==> src/rtl/imap_i2e_pkg.sv <==
// shared types, character codes and calendar tables of the date-to-epoch converter
package imap_i2e_pkg;

    // parse phase of the incoming date string
    typedef enum logic [3:0] {
        PH_LEAD = 4'd0,
        PH_DAY  = 4'd1,
        PH_MON  = 4'd2,
        PH_YEAR = 4'd3,
        PH_HOUR = 4'd4,
        PH_MIN  = 4'd5,
        PH_SEC  = 4'd6,
        PH_SIGN = 4'd7,
        PH_ZONE = 4'd8,
        PH_TAIL = 4'd9
    } t_phase;

    // controller states
    typedef enum logic [2:0] {
        ST_PARSE  = 3'd0,
        ST_YEAR   = 3'd1,
        ST_DIV100 = 3'd2,
        ST_DIV400 = 3'd3,
        ST_DAYS   = 3'd4,
        ST_SCALE  = 3'd5,
        ST_DONE   = 3'd6
    } t_state;

    // commands from controller to datapath
    typedef struct packed {
        logic take;     // a character transaction is accepted
        logic year;     // adjusted year, day-of-year offset, status
        logic div100;   // year / 100, time of day
        logic div400;   // year / 400, zone offset
        logic days;     // day count since the epoch
        logic scale;    // days to seconds
        logic finish;   // load the result and clear the parser
    } t_cmd;

    // ascii codes
    localparam logic [7:0] CH_SPACE = 8'h20;
    localparam logic [7:0] CH_PLUS  = 8'h2B;
    localparam logic [7:0] CH_DASH  = 8'h2D;
    localparam logic [7:0] CH_ZERO  = 8'h30;
    localparam logic [7:0] CH_NINE  = 8'h39;
    localparam logic [7:0] CH_COLON = 8'h3A;
    localparam logic [7:0] CH_UP_A  = 8'h41;
    localparam logic [7:0] CH_UP_Z  = 8'h5A;
    localparam logic [7:0] CASE_GAP = 8'h20;

    // month index when the name matches nothing
    localparam logic [3:0] MONTH_NONE = 4'd12;

    // field digit limits
    localparam logic [2:0] DIGITS_YEAR  = 3'd4;
    localparam logic [2:0] DIGITS_SHORT = 3'd2;
    localparam logic [2:0] DIGITS_ZONE  = 3'd4;

    // calendar constants
    localparam logic [13:0] YEAR_SHIFT   = 14'd400;     // keeps the year positive
    localparam logic [24:0] RECIP_25     = 25'd5243;    // ceil(2^17 / 25)
    localparam logic [23:0] DAYS_YEAR    = 24'd365;
    localparam logic [23:0] DAY_BIAS     = 24'd865566;  // epoch offset, shift era, day one
    localparam logic [39:0] SECS_DAY     = 40'd86400;
    localparam logic [18:0] SECS_HOUR    = 19'd3600;
    localparam logic [18:0] SECS_MINUTE  = 19'd60;

    localparam logic [23:0] MONTH_NAMES [12] = '{
        "jan", "feb", "mar", "apr", "may", "jun",
        "jul", "aug", "sep", "oct", "nov", "dec"
    };

    // lower-case an ascii letter
    function automatic logic [7:0] fold_case(input logic [7:0] c);
        logic [7:0] r;
        r = c;
        if (c >= CH_UP_A && c <= CH_UP_Z) begin
            r = c + CASE_GAP;
        end
        return r;
    endfunction

    // month index 0..11 from three characters, first in the high byte, or MONTH_NONE
    function automatic logic [3:0] month_lookup(input logic [23:0] chars);
        logic [23:0] folded;
        logic [3:0]  idx;
        folded = {fold_case(chars[23:16]), fold_case(chars[15:8]), fold_case(chars[7:0])};
        idx    = MONTH_NONE;
        for (int m = 0; m < 12; m++) begin
            if (folded == MONTH_NAMES[m]) begin
                idx = 4'(m);
            end
        end
        return idx;
    endfunction

    // days from march 1 to the first of the month, march-based year
    function automatic logic [8:0] month_offset(input logic [3:0] idx);
        logic [8:0] r;
        case (idx)
            4'd0:    r = 9'd306;
            4'd1:    r = 9'd337;
            4'd2:    r = 9'd0;
            4'd3:    r = 9'd31;
            4'd4:    r = 9'd61;
            4'd5:    r = 9'd92;
            4'd6:    r = 9'd122;
            4'd7:    r = 9'd153;
            4'd8:    r = 9'd184;
            4'd9:    r = 9'd214;
            4'd10:   r = 9'd245;
            4'd11:   r = 9'd275;
            default: r = 9'd0;
        endcase
        return r;
    endfunction

endpackage

==> src/rtl/imap_internaldate_to_epoch.sv <==
// top level: date string characters in, seconds since 1970 out
// throughput: one character per cycle; after the last character the input stalls
//   for the arithmetic sequence plus any wait for the output register to free
// the arithmetic sequence is the calendar steps: year, two divides, day count, scaling
// reset: synchronous, active low; clears the parser, controller and output valid
module imap_internaldate_to_epoch
    import imap_i2e_pkg::*;
#(
    parameter int MAX_CHARS = 63
) (
    input  logic        i_clk,
    input  logic        i_rst_n,
    input  logic        i_s_axis_tvalid,
    output logic        o_s_axis_tready,
    input  logic [7:0]  i_s_axis_tdata,   // [7:0] ch
    input  logic        i_s_axis_tlast,
    output logic        o_m_axis_tvalid,
    input  logic        i_m_axis_tready,
    output logic [39:0] o_m_axis_tdata,   // [38:0] epoch_seconds (signed), [39] zero
    output logic        o_m_axis_tuser    // [0] valid_res
);

    t_cmd        cmd;
    logic        out_free;
    logic [38:0] out_secs;

    imap_i2e_ctrl u_ctrl (
        .i_clk      (i_clk),
        .i_rst_n    (i_rst_n),
        .i_valid    (i_s_axis_tvalid),
        .i_last     (i_s_axis_tlast),
        .i_out_free (out_free),
        .o_ready    (o_s_axis_tready),
        .o_cmd      (cmd)
    );

    imap_i2e_dp #(
        .MAX_CHARS (MAX_CHARS)
    ) u_dp (
        .i_clk       (i_clk),
        .i_rst_n     (i_rst_n),
        .i_cmd       (cmd),
        .i_ch        (i_s_axis_tdata),
        .i_m_ready   (i_m_axis_tready),
        .o_out_free  (out_free),
        .o_out_valid (o_m_axis_tvalid),
        .o_out_flag  (o_m_axis_tuser),
        .o_out_secs  (out_secs)
    );

    assign o_m_axis_tdata = {1'b0, out_secs};

endmodule

==> src/rtl/imap_i2e_ctrl.sv <==
// controller: character intake and sequencing of the date arithmetic
module imap_i2e_ctrl
    import imap_i2e_pkg::*;
(
    input  logic i_clk,
    input  logic i_rst_n,
    input  logic i_valid,
    input  logic i_last,
    input  logic i_out_free,
    output logic o_ready,
    output t_cmd o_cmd
);

    t_state r_state;
    t_state n_state;

    // state register
    always_ff @(posedge i_clk) begin
        if (!i_rst_n) begin
            r_state <= ST_PARSE;
        end else begin
            r_state <= n_state;
        end
    end

    // next state
    always_comb begin
        n_state = r_state;
        case (r_state)
            ST_PARSE: begin
                if (i_valid && i_last) begin
                    n_state = ST_YEAR;
                end
            end
            ST_YEAR:   n_state = ST_DIV100;
            ST_DIV100: n_state = ST_DIV400;
            ST_DIV400: n_state = ST_DAYS;
            ST_DAYS:   n_state = ST_SCALE;
            ST_SCALE:  n_state = ST_DONE;
            ST_DONE: begin
                if (i_out_free) begin
                    n_state = ST_PARSE;
                end
            end
            default:   n_state = ST_PARSE;
        endcase
    end

    // outputs
    always_comb begin
        o_ready = 1'b0;
        o_cmd   = '0;
        case (r_state)
            ST_PARSE: begin
                o_ready    = 1'b1;
                o_cmd.take = i_valid;
            end
            ST_YEAR:   o_cmd.year   = 1'b1;
            ST_DIV100: o_cmd.div100 = 1'b1;
            ST_DIV400: o_cmd.div400 = 1'b1;
            ST_DAYS:   o_cmd.days   = 1'b1;
            ST_SCALE:  o_cmd.scale  = 1'b1;
            ST_DONE:   o_cmd.finish = i_out_free;
            default: begin
                o_ready = 1'b0;
            end
        endcase
    end

endmodule

==> src/rtl/imap_i2e_dp.sv <==
// datapath: character parser, calendar arithmetic and result register
module imap_i2e_dp
    import imap_i2e_pkg::*;
#(
    parameter int MAX_CHARS = 63
) (
    input  logic        i_clk,
    input  logic        i_rst_n,
    input  t_cmd        i_cmd,
    input  logic [7:0]  i_ch,
    input  logic        i_m_ready,
    output logic        o_out_free,
    output logic        o_out_valid,
    output logic        o_out_flag,
    output logic [38:0] o_out_secs
);

    localparam int CW = $clog2(MAX_CHARS + 1);

    // parser state
    t_phase      r_phase,  n_phase;
    logic [CW-1:0] r_count, n_count;
    logic [2:0]  r_fdig,   n_fdig;
    logic [6:0]  r_day,    n_day;
    logic [23:0] r_mon,    n_mon;
    logic [13:0] r_year,   n_year;
    logic [6:0]  r_hour,   n_hour;
    logic [6:0]  r_min,    n_min;
    logic [6:0]  r_sec,    n_sec;
    logic        r_zneg,   n_zneg;
    logic [6:0]  r_zhour,  n_zhour;
    logic [6:0]  r_zmin,   n_zmin;
    logic        r_err,    n_err;

    // arithmetic registers
    logic        r_ok;
    logic [13:0] r_ybig;
    logic [8:0]  r_doy;
    logic [7:0]  r_q100;
    logic [4:0]  r_q400;
    logic [18:0] r_hms;
    logic [18:0] r_zone;
    logic [23:0] r_days;
    logic [39:0] r_tsec;

    // result register
    logic        r_out_valid;
    logic        r_out_flag;
    logic [38:0] r_out_secs;

    // parse helpers
    t_phase      eff_phase;
    logic        is_dig;
    logic [3:0]  dig;
    logic [13:0] f_val;
    logic [13:0] f_new;
    logic [2:0]  f_max;
    logic [7:0]  f_delim;
    t_phase      f_next;

    // arithmetic helpers
    logic [3:0]  mon_idx;
    logic [24:0] q100_prod;
    logic [22:0] q400_prod;
    logic [23:0] days_sum;
    logic [39:0] sec_sum;

    assign is_dig    = (i_ch >= CH_ZERO) && (i_ch <= CH_NINE);
    assign dig       = 4'(i_ch - CH_ZERO);
    assign eff_phase = (r_phase == PH_LEAD && i_ch != CH_SPACE) ? PH_DAY : r_phase;

    // field being filled by the current character
    always_comb begin
        f_val   = '0;
        f_max   = DIGITS_SHORT;
        f_delim = CH_COLON;
        f_next  = PH_TAIL;
        case (eff_phase)
            PH_DAY: begin
                f_val   = 14'(r_day);
                f_delim = CH_DASH;
                f_next  = PH_MON;
            end
            PH_YEAR: begin
                f_val   = r_year;
                f_max   = DIGITS_YEAR;
                f_delim = CH_SPACE;
                f_next  = PH_HOUR;
            end
            PH_HOUR: begin
                f_val   = 14'(r_hour);
                f_next  = PH_MIN;
            end
            PH_MIN: begin
                f_val   = 14'(r_min);
                f_next  = PH_SEC;
            end
            PH_SEC: begin
                f_val   = 14'(r_sec);
                f_delim = CH_SPACE;
                f_next  = PH_SIGN;
            end
            default: begin
                f_val = '0;
            end
        endcase
        f_new = 14'(18'(f_val) * 18'd10 + 18'(dig));
    end

    // parser next state
    always_comb begin
        n_phase = r_phase;
        n_count = r_count;
        n_fdig  = r_fdig;
        n_day   = r_day;
        n_mon   = r_mon;
        n_year  = r_year;
        n_hour  = r_hour;
        n_min   = r_min;
        n_sec   = r_sec;
        n_zneg  = r_zneg;
        n_zhour = r_zhour;
        n_zmin  = r_zmin;
        n_err   = r_err;
        if (i_cmd.finish) begin
            n_phase = PH_LEAD;
            n_count = '0;
            n_fdig  = '0;
            n_day   = '0;
            n_mon   = '0;
            n_year  = '0;
            n_hour  = '0;
            n_min   = '0;
            n_sec   = '0;
            n_zneg  = 1'b0;
            n_zhour = '0;
            n_zmin  = '0;
            n_err   = 1'b0;
        end else if (i_cmd.take && r_count < CW'(MAX_CHARS)) begin
            n_count = r_count + 1'b1;
            if (!r_err) begin
                case (eff_phase)
                    PH_DAY, PH_YEAR, PH_HOUR, PH_MIN, PH_SEC: begin
                        n_phase = eff_phase;
                        if (is_dig) begin
                            if (r_fdig >= f_max) begin
                                n_err = 1'b1;
                            end else begin
                                n_fdig = r_fdig + 1'b1;
                                case (eff_phase)
                                    PH_DAY:  n_day  = f_new[6:0];
                                    PH_YEAR: n_year = f_new;
                                    PH_HOUR: n_hour = f_new[6:0];
                                    PH_MIN:  n_min  = f_new[6:0];
                                    PH_SEC:  n_sec  = f_new[6:0];
                                    default: n_err  = r_err;
                                endcase
                            end
                        end else if (i_ch == f_delim && r_fdig != '0) begin
                            n_phase = f_next;
                            n_fdig  = '0;
                        end else begin
                            n_err = 1'b1;
                        end
                    end
                    PH_MON: begin
                        if (r_fdig < 3'd3) begin
                            n_mon  = {r_mon[15:0], i_ch};
                            n_fdig = r_fdig + 1'b1;
                        end else if (i_ch == CH_DASH && month_lookup(r_mon) != MONTH_NONE) begin
                            n_phase = PH_YEAR;
                            n_fdig  = '0;
                        end else begin
                            n_err = 1'b1;
                        end
                    end
                    PH_SIGN: begin
                        if (i_ch == CH_PLUS || i_ch == CH_DASH) begin
                            n_zneg  = (i_ch == CH_DASH);
                            n_phase = PH_ZONE;
                            n_fdig  = '0;
                        end else begin
                            n_err = 1'b1;
                        end
                    end
                    PH_ZONE: begin
                        if (!is_dig) begin
                            n_err = 1'b1;
                        end else begin
                            if (r_fdig < 3'd2) begin
                                n_zhour = 7'(8'(r_zhour) * 8'd10 + 8'(dig));
                            end else begin
                                n_zmin = 7'(8'(r_zmin) * 8'd10 + 8'(dig));
                            end
                            if (r_fdig == DIGITS_ZONE - 3'd1) begin
                                n_phase = PH_TAIL;
                                n_fdig  = '0;
                            end else begin
                                n_fdig = r_fdig + 1'b1;
                            end
                        end
                    end
                    default: begin
                        n_phase = r_phase;
                    end
                endcase
            end
        end
    end

    // parser registers
    always_ff @(posedge i_clk) begin
        if (!i_rst_n) begin
            r_phase <= PH_LEAD;
            r_count <= '0;
            r_fdig  <= '0;
            r_day   <= '0;
            r_mon   <= '0;
            r_year  <= '0;
            r_hour  <= '0;
            r_min   <= '0;
            r_sec   <= '0;
            r_zneg  <= 1'b0;
            r_zhour <= '0;
            r_zmin  <= '0;
            r_err   <= 1'b0;
        end else begin
            r_phase <= n_phase;
            r_count <= n_count;
            r_fdig  <= n_fdig;
            r_day   <= n_day;
            r_mon   <= n_mon;
            r_year  <= n_year;
            r_hour  <= n_hour;
            r_min   <= n_min;
            r_sec   <= n_sec;
            r_zneg  <= n_zneg;
            r_zhour <= n_zhour;
            r_zmin  <= n_zmin;
            r_err   <= n_err;
        end
    end

    // calendar arithmetic, one step per command
    assign mon_idx   = month_lookup(r_mon);
    assign q100_prod = 25'(r_ybig[13:2]) * RECIP_25;
    assign q400_prod = 23'(25'(r_ybig[13:4]) * RECIP_25);
    assign days_sum  = 24'(r_ybig) * DAYS_YEAR + 24'(r_ybig[13:2]) - 24'(r_q100)
                     + 24'(r_q400) + 24'(r_doy) + 24'(r_day) - DAY_BIAS;
    assign sec_sum   = r_zneg ? r_tsec + 40'(r_hms) + 40'(r_zone)
                              : r_tsec + 40'(r_hms) - 40'(r_zone);

    always_ff @(posedge i_clk) begin
        if (i_cmd.year) begin
            r_ok   <= !r_err && (r_phase == PH_TAIL);
            r_ybig <= r_year + YEAR_SHIFT - ((mon_idx <= 4'd1) ? 14'd1 : 14'd0);
            r_doy  <= month_offset(mon_idx);
        end
        if (i_cmd.div100) begin
            r_q100 <= q100_prod[24:17];
            r_hms  <= 19'(19'(r_hour) * SECS_HOUR + 19'(r_min) * SECS_MINUTE + 19'(r_sec));
        end
        if (i_cmd.div400) begin
            r_q400 <= q400_prod[21:17];
            r_zone <= 19'(19'(r_zhour) * SECS_HOUR + 19'(r_zmin) * SECS_MINUTE);
        end
        if (i_cmd.days) begin
            r_days <= days_sum;
        end
        if (i_cmd.scale) begin
            r_tsec <= {{16{r_days[23]}}, r_days} * SECS_DAY;
        end
    end

    // result register
    always_ff @(posedge i_clk) begin
        if (!i_rst_n) begin
            r_out_valid <= 1'b0;
        end else if (i_cmd.finish) begin
            r_out_valid <= 1'b1;
        end else if (i_m_ready) begin
            r_out_valid <= 1'b0;
        end
    end

    always_ff @(posedge i_clk) begin
        if (i_cmd.finish) begin
            r_out_flag <= r_ok;
            r_out_secs <= r_ok ? sec_sum[38:0] : '0;
        end
    end

    assign o_out_free  = !r_out_valid || i_m_ready;
    assign o_out_valid = r_out_valid;
    assign o_out_flag  = r_out_flag;
    assign o_out_secs  = r_out_secs;

endmodule
==> config.mk <==
export PLATFORM = sky130hd
export DESIGN_NAME = imap_internaldate_to_epoch
export DESIGN_NICKNAME = d
export VERILOG_FILES = /design/src/rtl/imap_i2e_pkg.sv /design/src/rtl/imap_internaldate_to_epoch.sv /design/src/rtl/imap_i2e_ctrl.sv /design/src/rtl/imap_i2e_dp.sv
export SDC_FILE = /design/constraint.sdc
export NUM_CORES = 2
export LEC_CHECK = 0
export BUFFER_PORTS_ARGS = -buffer_cell sky130_fd_sc_hd__buf_2
export CAP_MARGIN = 5
export CORE_MARGIN = 1.5
export CORE_UTILIZATION = 35
export DETAILED_ROUTE_END_ITERATION = 10
export HOLD_SLACK_MARGIN = 0.1
export SYNTH_ARGS = -nofsm -noshare
export SYNTH_HDL_FRONTEND = slang
export SYNTH_SLANG_ARGS = --single-unit
==> constraint.sdc <==
create_clock -name i_clk -period 8.05 [get_ports i_clk]
set_input_delay 0 -clock i_clk [delete_from_list [all_inputs] [get_ports i_clk]]
set_output_delay 0 -clock i_clk [all_outputs]
set_load 0.01 [all_outputs]
==> results.tsv <==
stage	metric	value	unit
power_and_ir_drop	Comb pwr share	59.1	%
place	number of I/O port buffers	54	
sta	PnR worst setup slack	1740	ps
drt	DR iter-0 viols	942	
sta	setup_tns	0	ps
sta	clk_skew	21.5	ps
worst_setup_path	Worst Path Buf+Inv	2	
finish	fraction of layout cells with a size suffix above 1	4.70	%
place	cell total after placement	4403	
synth	Netlist cell types	93	
place	gp weighted congestion	0.883	
worst_setup_path	WS Path Type	flip-flop to flip-flop	
synth	synthesized net count	4020	
finish	n_diodes	0	
global_route	largest net degree at the start of global routing	57	
floorplanning	Die ar.	89500	µm²
power_and_ir_drop	Int Power	4.53	mW
power_and_ir_drop	switching share of power	41.1	%
min_path	Hold Crit Class	primary input to flip-flop	
drt	via/cell ratio	4.84	
finish	Fillers	8634	
flow_run	max-cap violations	0	
clocking	maximum buffer depth of the clock tree	3	
drt	DRT Wirelength	64700	µm
synth	synth warn	0	
synth	Syn Std Cell Area	30700	µm²
floorplanning	starting density of the core	35.3	%
drt	vias post-DR	21651	
sta	relative slew slack	29.3	%
global_route	first-pass GRT wire length	108000	µm
finish	Area growth syn-to-layout	8.92	%
synth	Syn Area/Cell	9.49	µm²
clocking	H-tree depth	1	
worst_setup_path	crit-path cells	fa_1 > fa_1 > ha_1 > inv_1 > fa_1 > inv_1 > fa_1 > fa_1 > ha_1 > a21oi_1 > nor2b_1 > o41a_1 > a211o_1 > a31o_2 > a21oi_1 > o21ba_2 > xnor2_1	
place	Place WS	1760	ps
global_route	vias in the first global route	21631	
floorplanning	die height	299	µm
sta	FMAX	159	MHz
sta	post-layout min period	6310	ps
sta	Fin. Hold Viols	0	
worst_setup_path	crit end category	flip-flop	
drt	Post-DRT Antenna Nets	0	
finish	multi-input logic area	21300	µm²
power_and_ir_drop	Worst VDD drop	0.000196	V
finish	register area	7060	µm²
power_and_ir_drop	clock share of power	17.7	%
global_route	initial antenna violation count	0	
synth	Cells after Synth	3235	
worst_setup_path	Worst EP arrival	6620	ps
worst_setup_path	Largest stage delay, worst path	1040	ps
synth	asr flop ratio synth	0	%
drt	wire length per cell	14.5	µm
worst_setup_path	Worst path slowest cell	edfxtp_1	
drt	drt drc	0	
worst_setup_path	WP data required	8370	ps
sta	Least-Margin Pin Slew	1060	ps
worst_setup_path	Critical Path Start Type	flip-flop	
run_status	outcome	completed	
clocking	CTS Root Cell	clkbuf_16	
finish	final core utilization	38.5	%
floorplanning	I/O pin count	56	
power_and_ir_drop	Pleak	15.6	nW
clocking	CTS tree	yes	
sta	Setup-failing EPs final	0	
synth	EDFF count, synth	169	
global_route	total track usage	14.5	%
synth	Primary FF master, synth	edfxtp_1	
power_and_ir_drop	sequential power share	23.2	%
floorplanning	Placeable Area	86900	µm²
clocking	Post-CTS Resized	0	
power_and_ir_drop	switching power	3.15	mW
floorplanning	Row Count	108	
sta	period utilization	78.3	%
synth	register area share after synthesis	23.0	%
clocking	post-CTS setup buffers	0	
drt	Pre-antenna DRT Iters	5	
worst_setup_path	Crit Path Max Fanout	16	
place	hpwl dp	53700	µm
worst_setup_path	Most common cell on crit path	fa_1	
clocking	clock sinks	268	
global_route	Congestion Overflow GR	0	
power_and_ir_drop	Power per Cell Area	230	nW/µm²
floorplanning	Die W	299	µm
finish	nets@finish	4080	
finish	final non-filler cell total	4473	
sta	max-slew violation count	0	
clocking	clk_lat worst skew	590	ps
power_and_ir_drop	total power	7.68	mW
clocking	CTS clk-pin slew, worst paths	60	ps
clocking	cts bufs inserted	31	
worst_setup_path	critical path's top delay family	adder cells	
sta	RSZ-0062 raised after global routing	no	
synth	synthesis-stage register bit count	268	
routing by layer:
layer / wire [µm] / GRT usage (%) / vias up / share of wire [%]
met5: 0 / 0 / - / 0
met4: 807 / 2.33 / 0 / 1.2
met3: 1870 / 1.59 / 56 / 2.9
met2: 30400 / 24.7 / 249 / 47
met1: 31600 / 20.1 / 10297 / 49
li1: - / - / 11049 / -
timing repair:
item	in CTS	in global routing
hold buffers	14	0
endpoints found under the setup margin	0	0
hold endpoints to repair	64	0
metrics by stage:
stage | hold slack [ps] | instance area (µm²)
after floorplan | 136 | 30700
after global placement | 263 | 32300
after detailed placement | 270 | 32300
after CTS | 183 | 33400
after global routing | 239 | 33400
final | 221 | 33400
Yosys cell counts, types with 6 or more instances:
library cell | count | area (µm²)
inv_1 | 571 | 2140
ha_1 | 514 | 6430
fa_1 | 258 | 5160
a21oi_1 | 214 | 1070
nor2_1 | 199 | 747
nand2_1 | 186 | 698
edfxtp_1 | 169 | 5070
xnor2_1 | 169 | 1480
dfxtp_1 | 99 | 1980
o21ai_0 | 89 | 445
xor2_1 | 71 | 622
nand3_1 | 63 | 315
a21o_1 | 54 | 405
nor3_1 | 47 | 235
and2_1 | 45 | 282
clkbuf_1 | 39 | 146
a211oi_1 | 35 | 263
mux2i_1 | 35 | 350
nor2b_1 | 29 | 181
o21bai_1 | 26 | 195
and3_1 | 25 | 156
nand4_1 | 23 | 144
o21a_1 | 23 | 173
or3_1 | 22 | 138
o211ai_1 | 19 | 143
nand2b_1 | 17 | 106
nor3b_1 | 14 | 105
nor4_1 | 10 | 62.6
a31oi_1 | 9 | 56.3
o31ai_1 | 9 | 67.6
buf_2 | 8 | 40.0
or2_2 | 8 | 50.1
a211o_1 | 7 | 61.3
a22oi_1 | 7 | 52.6
a2111oi_0 | 6 | 52.6
nand3b_1 | 6 | 45.0
cell usage in the layout (no fill, tap or decap), types with 12 or more instances in the layout:
cell type,netlist,routed
nand2b_1,17,17
clkbuf_16,0,32
dfxtp_1,99,99
inv_1,571,570
and2_1,45,45
a21o_1,54,54
xnor2_1,169,169
o21ai_0,89,89
buf_2,8,54
ha_1,514,514
edfxtp_1,169,169
nor3b_1,14,12
a211oi_1,35,35
nand3_1,63,63
nor2b_1,29,29
dlygate4sd3_1,0,14
or3_1,22,22
nor3_1,47,47
buf_4,1,13
o211ai_1,19,19
xor2_1,71,71
o21bai_1,26,26
o21a_1,23,23
mux2i_1,35,35
a21oi_1,214,214
nand2_1,186,185
nor2_1,199,197
fa_1,258,258
and3_1,25,25
nand4_1,23,23
registers in the layout (all words and copies together) (netlist names), 8 cells and up:
signal and cells:
u_dp.r_hms 19, u_dp.r_doy 9, u_dp.o_out_secs 39, u_dp.r_mon 24
u_dp.r_year 14, u_dp.r_days 24, u_dp.r_tsec 32, u_dp.r_q100 8
u_dp.r_zone 17, u_dp.r_ybig 14
area by class of cell:
type / count / share of cell area [%]
repair buffers: 81 / 1.52
multi-input cells: 2342 / 63.7
well taps: 1155 / 4.32
inverters: 571 / 6.41
clock inverters: 17 / 0.404
flip-flops and latches: 268 / 21.1
clock buffers: 39 / 2.51
power groups by stage:
stage	clock, mW	combinational (mW)	sequential (mW)
floorplan	0	3.64	1.79
global placement	0	4.52	1.81
detailed placement	0	4.56	1.81
CTS	1.40	4.61	1.78
global route	1.45	5.25	1.79
finish	1.36	4.54	1.78
worst reg2reg max path, cell delays in order (launching register included):
cell      delay [ps]
edfxtp_1        1040
fa_1             580
fa_1             480
ha_1             300
inv_1             50
fa_1             470
inv_1             60
fa_1             560
fa_1             430
ha_1             350
a21oi_1          220
nor2b_1          100
o41a_1           400
a211o_1          320
a31o_2           240
a21oi_1          210
o21ba_2          180
xnor2_1           50
path summary, 6_finish.rpt:
check | from | to | slack, ps | depth (start not counted)
setup / recovery | u_dp.r_ybig[4] | u_dp.r_days[21] | 1740 | 17
hold / removal | i_s_axis_tdata[5] | u_dp.r_mon[5] | 220 | 4
setup reg to reg | u_dp.r_ybig[4] | u_dp.r_days[21] | 1740 | 17
hold reg to reg | u_dp.r_mon[23] | u_dp.r_mon[23] | 450 | 2
logic make-up (layout without fill, tap and decap cells):
kind of cell / Yosys count / in the layout / share of synthesized area [%]
adder cells (fa/ha/maj): 772 / 772 / 37.8
AND/OR/NAND/NOR: 727 / 727 / 11.6
buffers and inverters: 625 / 708 / 7.73
flip-flops: 268 / 268 / 23.0
multiplexers: 37 / 37 / 1.21
AO/OA/AOI/OAI: 565 / 565 / 11.8
other: 1 / 1 / 0.0122
XOR/XNOR: 240 / 240 / 6.85
Note: power is estimated with default switching activity, not from simulation.
